$ cat src/hw/rtl/common_substring_run_finder_top_macros.svh
// ----------------------------------------------------------------------------
// common substring run finder assertion macros
// concurrent check helpers, compiled out with NO_ASSERTIONS
// ----------------------------------------------------------------------------
`ifndef COMMON_SUBSTRING_RUN_FINDER_TOP_MACROS_SVH
`define COMMON_SUBSTRING_RUN_FINDER_TOP_MACROS_SVH

`ifndef NO_ASSERTIONS

// same-cycle implication
`define CSRF_ASSERT_IMPL(lbl, clk_s, rst_s, ante, cons) \
    lbl: assert property (@(posedge clk_s) disable iff (!rst_s) (ante) |-> (cons)) \
        else $error("csrf assertion failed");

// next-cycle implication
`define CSRF_ASSERT_NEXT(lbl, clk_s, rst_s, ante, cons) \
    lbl: assert property (@(posedge clk_s) disable iff (!rst_s) (ante) |=> (cons)) \
        else $error("csrf assertion failed");

`else

`define CSRF_ASSERT_IMPL(lbl, clk_s, rst_s, ante, cons)
`define CSRF_ASSERT_NEXT(lbl, clk_s, rst_s, ante, cons)

`endif

`endif

$ cat src/hw/rtl/csrf_pkg.sv
// ----------------------------------------------------------------------------
// csrf_pkg
// shared types and codes of the common substring run finder
// ----------------------------------------------------------------------------
package csrf_pkg;

    localparam int MAX_RESULTS = 64;
    localparam int RUN_LIMIT   = MAX_RESULTS - 1;
    localparam int KW          = $clog2(MAX_RESULTS);

    localparam logic [10:0] COUNT_MAX = 11'd2047;

    localparam logic OP_FIRST     = 1'b0;
    localparam logic OP_SECOND    = 1'b1;
    localparam logic KIND_RUN     = 1'b0;
    localparam logic KIND_SUMMARY = 1'b1;

    typedef struct packed {
        logic        kind;
        logic [4:0]  start_first;
        logic [4:0]  start_second;
        logic [5:0]  run_length;
        logic [10:0] run_count;
        logic        overflow;
    } csrf_item_t;

    typedef struct packed {
        logic push;
        logic finish;
    } csrf_req_t;

endpackage

$ cat src/hw/rtl/csrf_out_stage.sv
// ----------------------------------------------------------------------------
// csrf_out_stage
// holds the newest result word until the next one or the end of the input
// is known, so that the final word can be marked, then drives the output
// ----------------------------------------------------------------------------
`include "common_substring_run_finder_top_macros.svh"

module csrf_out_stage (
    input  logic                 clk,
    input  logic                 rst_n,
    input  csrf_pkg::csrf_req_t  req,
    input  csrf_pkg::csrf_item_t item,
    output logic                 room,
    output logic                 out_valid,
    input  logic                 out_stall,
    output logic                 kind,
    output logic [4:0]           start_first,
    output logic [4:0]           start_second,
    output logic [5:0]           run_length,
    output logic [10:0]          run_count,
    output logic                 overflow,
    output logic                 last_result
);
    import csrf_pkg::*;

    csrf_item_t hold_reg;
    logic       hold_valid_reg;
    csrf_item_t out_reg;
    logic       out_last_reg;
    logic       out_valid_reg;
    logic       out_free;
    logic       move;

    assign out_free = !out_valid_reg || !out_stall;
    assign room     = !hold_valid_reg || out_free;
    // held word leaves once its successor or the end of the input shows up
    assign move     = hold_valid_reg && room && (req.push || req.finish);

    always_ff @(posedge clk or negedge rst_n)
    begin
        if (!rst_n)
        begin
            hold_valid_reg <= 1'b0;
            out_valid_reg  <= 1'b0;
        end
        else
        begin
            if (move)
                out_valid_reg <= 1'b1;
            else if (!out_stall)
                out_valid_reg <= 1'b0;

            if (req.push && room)
                hold_valid_reg <= 1'b1;
            else if (req.finish && room)
                hold_valid_reg <= 1'b0;
        end
    end

    always_ff @(posedge clk)
    begin
        if (move)
        begin
            out_reg      <= hold_reg;
            out_last_reg <= req.finish;
        end
        if (req.push && room)
            hold_reg <= item;
    end

    assign out_valid    = out_valid_reg;
    assign kind         = out_reg.kind;
    assign start_first  = out_reg.start_first;
    assign start_second = out_reg.start_second;
    assign run_length   = out_reg.run_length;
    assign run_count    = out_reg.run_count;
    assign overflow     = out_reg.overflow;
    assign last_result  = out_last_reg;

    `CSRF_ASSERT_NEXT(a_finish_drains, clk, rst_n, req.finish && room, !hold_valid_reg)
    `CSRF_ASSERT_IMPL(a_one_request, clk, rst_n, req.push, !req.finish)
    `CSRF_ASSERT_NEXT(a_move_shows, clk, rst_n, move, out_valid_reg)

endmodule

$ cat src/hw/rtl/csrf_engine.sv
// ----------------------------------------------------------------------------
// csrf_engine
// first string and run column memories with the row walk sequencer
// ----------------------------------------------------------------------------
`include "common_substring_run_finder_top_macros.svh"

module csrf_engine #(
    parameter int MAX_LEN = 32
) (
    input  logic                  clk,
    input  logic                  rst_n,
    input  logic                  in_valid,
    output logic                  in_stall,
    input  logic                  op,
    input  logic [7:0]            ch,
    input  logic                  last,
    input  logic                  room,
    output csrf_pkg::csrf_req_t   req,
    output csrf_pkg::csrf_item_t  item
);
    import csrf_pkg::*;

    localparam int AW = (MAX_LEN > 1) ? $clog2(MAX_LEN) : 1;
    localparam int CW = $clog2(MAX_LEN + 1);
    localparam int WW = (CW > 6) ? CW : 6;

    localparam logic [2:0] S_IDLE  = 3'd0;
    localparam logic [2:0] S_PRIME = 3'd1;
    localparam logic [2:0] S_WALK  = 3'd2;
    localparam logic [2:0] S_SUM   = 3'd3;
    localparam logic [2:0] S_FIN   = 3'd4;

    logic [7:0]    fs_mem [MAX_LEN];
    logic [CW-1:0] rc_mem [MAX_LEN];
    logic [7:0]    fs_rd_reg;
    logic [CW-1:0] rc_rd_reg;

    logic [2:0]    state_reg;
    logic [2:0]    state_next;
    logic [CW-1:0] len_reg;
    logic [CW-1:0] col_reg;
    logic [10:0]   runs_reg;
    logic          ovf_reg;
    logic          cv_reg;
    logic          pass2_reg;
    logic [KW-1:0] k_reg;
    logic [CW-1:0] iss_reg;

    logic [7:0]    ch_reg;
    logic          last_reg;
    logic [AW-1:0] cr_reg;
    logic          match_reg;
    logic [CW-1:0] prev_im1_reg;

    logic          accept;
    logic          len_full;
    logic          col_full;
    logic          col_on;
    logic [CW-1:0] col_after;
    logic          go_pass1;
    logic          pass2_ok;
    logic          issue;
    logic          fs_wr_en;
    logic          fs_rd_en;
    logic [AW-1:0] fs_rd_addr;
    logic          rc_wr_en;
    logic          next_match;
    logic [CW-1:0] prev_i;
    logic [CW-1:0] new_val;
    logic [CW-1:0] run_val;
    logic          want;
    logic          emit;
    logic          adv;
    logic          walk_done;
    logic [WW-1:0] sf_w;
    logic [WW-1:0] ss_w;
    logic [WW-1:0] len_w;

    assign accept    = in_valid && (state_reg == S_IDLE);
    assign in_stall  = (state_reg != S_IDLE);
    assign len_full  = (len_reg == CW'(MAX_LEN));
    assign col_full  = (col_reg == CW'(MAX_LEN));
    assign col_on    = (col_reg != '0);
    assign col_after = col_full ? col_reg : col_reg + CW'(1);
    assign go_pass1  = !col_full && (len_reg != '0);
    assign pass2_ok  = (col_after != '0) && (len_reg != '0);

    // walk pipeline: issue reads of row r, compute row r in the cycle after
    assign issue      = (state_reg == S_WALK) && adv && (iss_reg < len_reg);
    assign fs_wr_en   = accept && (op == OP_FIRST) && !col_on && !len_full;
    assign fs_rd_en   = (state_reg == S_PRIME) || issue;
    assign fs_rd_addr = (state_reg == S_PRIME) ? '0 : iss_reg[AW-1:0] + AW'(1);

    assign next_match = ((CW'(cr_reg) + CW'(1)) < len_reg) && (fs_rd_reg == ch_reg);
    // column zero has no previous column to read
    assign prev_i     = col_on ? rc_rd_reg : '0;
    assign new_val    = match_reg ? prev_im1_reg + CW'(1) : '0;
    assign run_val    = pass2_reg ? rc_rd_reg : prev_i;
    assign want       = cv_reg && (run_val >= CW'(2)) && (pass2_reg || !next_match);
    assign emit       = want && (k_reg != KW'(RUN_LIMIT));
    assign adv        = !(emit && !room);
    assign rc_wr_en   = (state_reg == S_WALK) && cv_reg && adv && !pass2_reg;
    assign walk_done  = (state_reg == S_WALK) && cv_reg && adv
                        && ((CW'(cr_reg) + CW'(1)) == len_reg);

    always_ff @(posedge clk)
    begin
        if (fs_wr_en)
            fs_mem[len_reg[AW-1:0]] <= ch;
        if (fs_rd_en)
            fs_rd_reg <= fs_mem[fs_rd_addr];
    end

    always_ff @(posedge clk)
    begin
        if (rc_wr_en)
            rc_mem[cr_reg] <= new_val;
        if (issue)
            rc_rd_reg <= rc_mem[iss_reg[AW-1:0]];
    end

    always_comb
    begin
        state_next = state_reg;
        unique case (state_reg)
            S_IDLE:
            begin
                if (accept && (op == OP_SECOND))
                begin
                    if (go_pass1)
                        state_next = S_PRIME;
                    else if (last)
                        state_next = pass2_ok ? S_PRIME : S_SUM;
                    else
                        state_next = S_FIN;
                end
            end
            S_PRIME:
                state_next = S_WALK;
            S_WALK:
            begin
                if (walk_done)
                begin
                    if (pass2_reg)
                        state_next = S_SUM;
                    else
                        state_next = last_reg ? S_PRIME : S_FIN;
                end
            end
            S_SUM:
                state_next = room ? S_FIN : S_SUM;
            S_FIN:
                state_next = room ? S_IDLE : S_FIN;
            default:
                state_next = S_IDLE;
        endcase
    end

    always_ff @(posedge clk or negedge rst_n)
    begin
        if (!rst_n)
        begin
            state_reg <= S_IDLE;
            len_reg   <= '0;
            col_reg   <= '0;
            runs_reg  <= '0;
            ovf_reg   <= 1'b0;
            cv_reg    <= 1'b0;
            pass2_reg <= 1'b0;
            k_reg     <= '0;
            iss_reg   <= '0;
        end
        else
        begin
            state_reg <= state_next;
            unique case (state_reg)
                S_IDLE:
                begin
                    if (accept)
                    begin
                        if (op == OP_FIRST)
                        begin
                            // first string bytes during a comparison are ignored
                            if (!col_on)
                            begin
                                if (!len_full)
                                    len_reg <= len_reg + CW'(1);
                                else
                                    ovf_reg <= 1'b1;
                            end
                        end
                        else
                        begin
                            k_reg     <= '0;
                            pass2_reg <= !go_pass1;
                            if (col_full)
                                ovf_reg <= 1'b1;
                            if (!go_pass1)
                                col_reg <= col_after;
                        end
                    end
                end
                S_PRIME:
                begin
                    iss_reg <= '0;
                    cv_reg  <= 1'b0;
                end
                S_WALK:
                begin
                    if (adv)
                    begin
                        if (issue)
                            iss_reg <= iss_reg + CW'(1);
                        cv_reg <= issue;
                        if (want && (runs_reg != COUNT_MAX))
                            runs_reg <= runs_reg + 11'd1;
                        if (emit)
                            k_reg <= k_reg + KW'(1);
                        if (walk_done && !pass2_reg)
                        begin
                            col_reg   <= col_reg + CW'(1);
                            pass2_reg <= 1'b1;
                        end
                    end
                end
                S_SUM:
                begin
                    cv_reg <= 1'b0;
                end
                S_FIN:
                begin
                    if (room && last_reg)
                    begin
                        len_reg  <= '0;
                        col_reg  <= '0;
                        runs_reg <= '0;
                        ovf_reg  <= 1'b0;
                    end
                end
                default:
                begin
                    cv_reg <= 1'b0;
                end
            endcase
        end
    end

    always_ff @(posedge clk)
    begin
        if (accept && (op == OP_SECOND))
        begin
            ch_reg   <= ch;
            last_reg <= last;
        end
        if ((state_reg == S_WALK) && adv)
        begin
            if (issue)
                cr_reg <= iss_reg[AW-1:0];
            match_reg    <= (fs_rd_reg == ch_reg);
            prev_im1_reg <= cv_reg ? prev_i : '0;
        end
    end

    // run ends at row cr, column col_reg - 1
    assign len_w = WW'(run_val);
    assign sf_w  = WW'(cr_reg) + WW'(1) - len_w;
    assign ss_w  = WW'(col_reg) - len_w;

    always_comb
    begin
        req.push   = ((state_reg == S_WALK) && emit) || (state_reg == S_SUM);
        req.finish = (state_reg == S_FIN);
        item.overflow = ovf_reg;
        if (state_reg == S_SUM)
        begin
            item.kind         = KIND_SUMMARY;
            item.start_first  = '0;
            item.start_second = '0;
            item.run_length   = '0;
            item.run_count    = runs_reg;
        end
        else
        begin
            item.kind         = KIND_RUN;
            item.start_first  = sf_w[4:0];
            item.start_second = ss_w[4:0];
            item.run_length   = len_w[5:0];
            item.run_count    = '0;
        end
    end

    `CSRF_ASSERT_IMPL(a_push_limit, clk, rst_n, req.push && (state_reg == S_WALK), k_reg != KW'(RUN_LIMIT))
    `CSRF_ASSERT_IMPL(a_col_bound, clk, rst_n, 1'b1, col_reg <= CW'(MAX_LEN))
    `CSRF_ASSERT_IMPL(a_wr_row, clk, rst_n, rc_wr_en, (CW'(cr_reg) < len_reg) && col_reg < CW'(MAX_LEN))
    `CSRF_ASSERT_NEXT(a_close_clears, clk, rst_n, (state_reg == S_FIN) && room && last_reg, (len_reg == '0) && (col_reg == '0) && (runs_reg == '0))

endmodule

$ cat src/hw/rtl/common_substring_run_finder_top.sv
// ----------------------------------------------------------------------------
// common_substring_run_finder_top
// diagonal run finder over the match table of two byte strings
// ----------------------------------------------------------------------------
//   channel   handshake              word
//   input     in_valid / in_stall    op, ch, last
//   output    out_valid / out_stall  kind, start_first, start_second,
//                                    run_length, run_count, overflow,
//                                    last_result
//
// a first string byte is stored on accept; the engine stays idle
// a second string byte runs accept, prime, a walk of one row per cycle
// through the run column read port, unless stalled, plus a fill step, and finish
// a closing byte adds a prime and walk for the final column and a summary
// word; no clearing pass after reset
// out_stall freezes the row walk while a result word waits for room
// ----------------------------------------------------------------------------
module common_substring_run_finder_top #(
    parameter int MAX_LEN = 32
) (
    input  logic        clk,
    input  logic        rst_n,
    input  logic        in_valid,
    output logic        in_stall,
    input  logic        op,
    input  logic [7:0]  ch,
    input  logic        last,
    output logic        out_valid,
    input  logic        out_stall,
    output logic        kind,
    output logic [4:0]  start_first,
    output logic [4:0]  start_second,
    output logic [5:0]  run_length,
    output logic [10:0] run_count,
    output logic        overflow,
    output logic        last_result
);
    import csrf_pkg::*;

    csrf_req_t  req;
    csrf_item_t item;
    logic       room;

    csrf_engine #(
        .MAX_LEN (MAX_LEN)
    ) u_engine (
        .clk      (clk),
        .rst_n    (rst_n),
        .in_valid (in_valid),
        .in_stall (in_stall),
        .op       (op),
        .ch       (ch),
        .last     (last),
        .room     (room),
        .req      (req),
        .item     (item)
    );

    csrf_out_stage u_out (
        .clk          (clk),
        .rst_n        (rst_n),
        .req          (req),
        .item         (item),
        .room         (room),
        .out_valid    (out_valid),
        .out_stall    (out_stall),
        .kind         (kind),
        .start_first  (start_first),
        .start_second (start_second),
        .run_length   (run_length),
        .run_count    (run_count),
        .overflow     (overflow),
        .last_result  (last_result)
    );

endmodule
$ cat config.mk
export PLATFORM = sky130hd
export DESIGN_NAME = common_substring_run_finder_top
export DESIGN_NICKNAME = d
export VERILOG_FILES = /design/src/hw/rtl/csrf_pkg.sv /design/src/hw/rtl/csrf_out_stage.sv /design/src/hw/rtl/csrf_engine.sv /design/src/hw/rtl/common_substring_run_finder_top.sv
export VERILOG_INCLUDE_DIRS = /design/src /design/src/hw/rtl
export SDC_FILE = /design/constraint.sdc
export NUM_CORES = 1
export LEC_CHECK = 0
export BUFFER_PORTS_ARGS = -buffer_cell sky130_fd_sc_hd__buf_2
export CORE_UTILIZATION = 56
export CTS_CLUSTER_SIZE = 8
export DETAILED_ROUTE_END_ITERATION = 10
export PLACE_DENSITY = 0.82
export SYNTH_ARGS = -nofsm -noshare
export SYNTH_HDL_FRONTEND = slang
export SYNTH_HIERARCHICAL = 1
export SYNTH_SLANG_ARGS = --single-unit
$ cat constraint.sdc
create_clock -name clk -period 4.35 [get_ports clk]
set_clock_uncertainty 0.2 [all_clocks]
set_input_delay 0.2175 -clock clk [delete_from_list [all_inputs] [get_ports clk]]
set_output_delay 0.2175 -clock clk [all_outputs]
set_load 0.005 [all_outputs]
==> qor.csv <==
stage;metric;value;unit
status;status;complete, no violations;
power;p_leak;9.33;nW
power;peakVddDrop;0.451;mV
worst_hold_path;whs_path_depth;1;
clock_network;cts_sinks;585;
logic_synthesis;synth_edf_count;542;
sta;rsz0062_at_grt;false;
logic_synthesis;ys.flop_type;edfxtp_1;
power;p_switching;0.00682;W
power;clkPwrFrac;28.5;%
worst_hold_path;hp-start;ch[6];
sta;fmax;244;MHz
logic_synthesis;synthCells;1501;
sta;drv_slew;0;
final_layout;final_cell_mix;edfxtp_1, nand2_1, nor2_1;
final_layout;nNetsFinal;1655;
clock_network;cts-root-buf;clkbuf_16;
worst_setup_path;critPathRequiredTime;4.35;ns
power;seqPwrFrac;38.8;%
sta;fin_tns_setup;0;ns
worst_setup_path;critPathMaxStageDelay;0.78;ns
route;drt-pass1-iter-count;6;
logic_synthesis;synth_area;0.0241;mm²
route;num_vias;14680;
logic_synthesis;synth.area.top_cells;edfxtp_1, mux4_2, dfrtp_1;
placement;place_inst;2054;
job;drv_cap;0;
worst_setup_path;reg2reg_slack;0.26;ns
die;std_cell_rows;75;
logic_synthesis;syn_nets;1550;
die;fp.dieArea;0.0438;mm²
sta;timing.final.crit_period;4.09;ns
logic_synthesis;synth_area_per_cell;16.0;µm²
route;wl;56500;µm
global_routing;grt_usage;26.0;%
worst_setup_path;r2r-start;u_engine/cr_reg[0]$_DFFE_PP_;
route;wl_per_cell;25.9;µm
logic_synthesis;yosysTopAreaCellShare;67.6;%
final_layout;drive_gt1_share;18.1;%
power;p_per_area;732;mW/mm²
worst_setup_path;rr_worst_depth;11;
die;die_w;209;µm
clock_network;post-cts-setup-buffers;0;
final_layout;final-instance-count-excl-fill;2180;
clock_network;cts_tree;yes;
placement;io_buffers;45;
final_layout;syn_to_final_growth;13.9;%
die;initial_core_util;57.1;%
worst_setup_path;rr_endpoint;u_engine/rc_mem[23][2]$_DFFE_PP_;
logic_synthesis;synthArstFlopShare;7.35;%
power;intPower;0.0133;W
global_routing;grt_pass1_vias;14288;
sta;whs;0.0243;ns
clock_network;ctsLongestPathBuffers;3;
logic_synthesis;ys_warn_count;6;
clock_network;clk_pin_slew;0.05;ns
final_layout;largest_reg_flops;256;
global_routing;grt_antenna_before_repair;0;
clock_network;htreeDepth;3;
route;drt_iter0_drc;2007;
placement;dpl.hpwl;33400;µm
worst_setup_path;critical_path_class;reg -> reg;
final_layout;fill_cells;2574;
logic_synthesis;ys_seq_area_share;72.1;%
sta;slew_headroom;34.7;%
clock_network;clock_latency;0.59;ns
sta;finalCritPeriodShare;94.0;%
logic_synthesis;synth-seq-cells;585;
worst_setup_path;crit_buf_inv;1;
worst_setup_path;cp_max_fo;34;
logic_synthesis;synth_area_leader_cell;edfxtp_1;
power;swShare;33.9;%
global_routing;grt_pass1_wl;85300;µm
final_layout;insertedDiodeCount;0;
power;power.share.combinational;32.7;%
global_routing;grt_start_max_net_pins;111;
worst_setup_path;start_kind;register;
route;ant_nets;0;
sta;tightest_slew;0.978;ns
die;die_y;209;µm
die;ioPinCount;46;
route;drc;0;
clock_network;cts_buffers;83;
route;via_per_inst;6.73;
worst_setup_path;cp_slowest_cell;nor3_1;
sta;setup_viol_count_final;0;
worst_setup_path;cp-end-kind;register;
final_layout;postLayoutCoreUtil;65.1;%
worst_setup_path;cp_top_family;simple AND/OR/NAND/NOR gates;
logic_synthesis;yosysUniqueCellTypes;69;
worst_setup_path;path_cells;ha_1 > nand3_1 > xnor2_1 > ha_1 > a21oi_1 > a21boi_0 > or3_1 > nand3_1 > nand2_1 > buf_12 > nor3_1;
final_layout;final_common_cell;edfxtp_1;
worst_hold_path;min_path_type;in -> reg;
placement;place_congestion;0.944;
sta;hold_violations;0;
worst_setup_path;worst_ep_arrival_time;4.09;ns
global_routing;overflow;0;
worst_hold_path;whs_endpoint;u_engine/fs_mem[20][6]$_DFFE_PP_;
die;core_area;0.0421;mm²
final cells by class:
class / count / area (µm²) / area share, %
Clock buffer: 117 / 2260 / 8.23
Clock inverter: 3 / 25.0 / 0.0913
Inverter: 31 / 116 / 0.424
Multi-Input combinational cell: 808 / 6330 / 23.1
Sequential cell: 585 / 17400 / 63.3
Tap cell: 539 / 674 / 2.46
Timing Repair Buffer: 97 / 656 / 2.39
what timing repair did:
item                      4_1_cts  5_1_grt
resized for setup               0        0
hold buffers                    6        0
hold endpoints to repair       51        0
cells by family after synthesis:
logic type / Yosys count / synth area share [%]
simple gates: 393 / 7.86
flops: 585 / 72.1
fa+ha+maj: 35 / 1.88
mux: 114 / 8.77
buf+inv: 108 / 1.81
xor+xnor: 36 / 1.31
compound gates: 230 / 6.29
synthesized netlist by cell type, types with 3 or more instances:
library cell / count
mux2i_1: 23
xor2_1: 18
a211oi_1: 4
mux2_2: 15
and2_1: 13
nand3_1: 56
o21ai_0: 39
a21oi_1: 67
xnor2_1: 18
nor3b_1: 3
o221ai_1: 18
dfrtp_1: 43
a221oi_1: 9
a21boi_0: 3
o211ai_1: 11
a21o_1: 6
nor4_1: 4
a211o_1: 4
nor2_1: 93
or2_2: 4
inv_1: 29
o311ai_0: 3
buf_1: 10
ha_1: 33
mux4_2: 76
nor3_1: 47
a311oi_1: 3
clkbuf_1: 47
or3_1: 7
and3_1: 30
nand2_1: 103
a221o_1: 7
nand3b_1: 3
nand4_1: 7
a32oi_1: 7
edfxtp_1: 542
a2111oi_0: 3
a31oi_1: 19
nand2b_1: 5
nor2b_1: 4
buf_2: 18
o22ai_1: 13
metrics by stage:
step | setup slack [ns] | instance area [µm²] | total power, W
floorplan | 0.615 | 24100 | 0.0120
global placement | 0.615 | 25100 | 0.0140
detailed placement | 0.404 | 25100 | 0.0142
CTS | 0.294 | 27400 | 0.0200
global route | 0.0583 | 27400 | 0.0208
finish | 0.260 | 27400 | 0.0201
power by group through the flow:
stage	logic [W]	clock network, W	registers [W]
4_1_cts	0.00644	0.00577	0.00778
3_3_place_gp	0.00615	0	0.00784
6_report	0.00656	0.00572	0.00779
5_1_grt	0.00698	0.00598	0.00786
2_1_floorplan	0.00439	0	0.00766
3_5_place_dp	0.00632	0	0.00787
worst max-delay path by stage:
stage	end	cells past startpoint	slack [ns]	from
6_report	u_engine/rc_mem[23][2]$_DFFE_PP_	11	0.26	u_engine/cr_reg[0]$_DFFE_PP_
5_1_grt	u_engine/rc_mem[23][2]$_DFFE_PP_	11	0.06	u_engine/cr_reg[0]$_DFFE_PP_
4_1_cts	u_engine/rc_mem[23][2]$_DFFE_PP_	11	0.29	u_engine/cr_reg[0]$_DFFE_PP_
3_5_place_dp	u_engine/rc_mem[23][4]$_DFFE_PP_	11	0.40	u_engine/cr_reg[0]$_DFFE_PP_
3_3_place_gp	u_engine/rc_mem[13][3]$_DFFE_PP_	11	0.61	u_engine/cr_reg[0]$_DFFE_PP_
2_1_floorplan	u_out/kind$_DFFE_PP_	12	0.62	u_engine/cr_reg[0]$_DFFE_PP_
per-layer routing:
layer,wire length (µm),GRT usage (%),vias up
li1,-,-,6114
met1,21100,35.6,7255
met2,26900,41.4,1154
met3,6520,4.98,157
met4,1960,11.2,0
met5,0,0,-
Note: power is estimated with default switching activity, not from simulation.
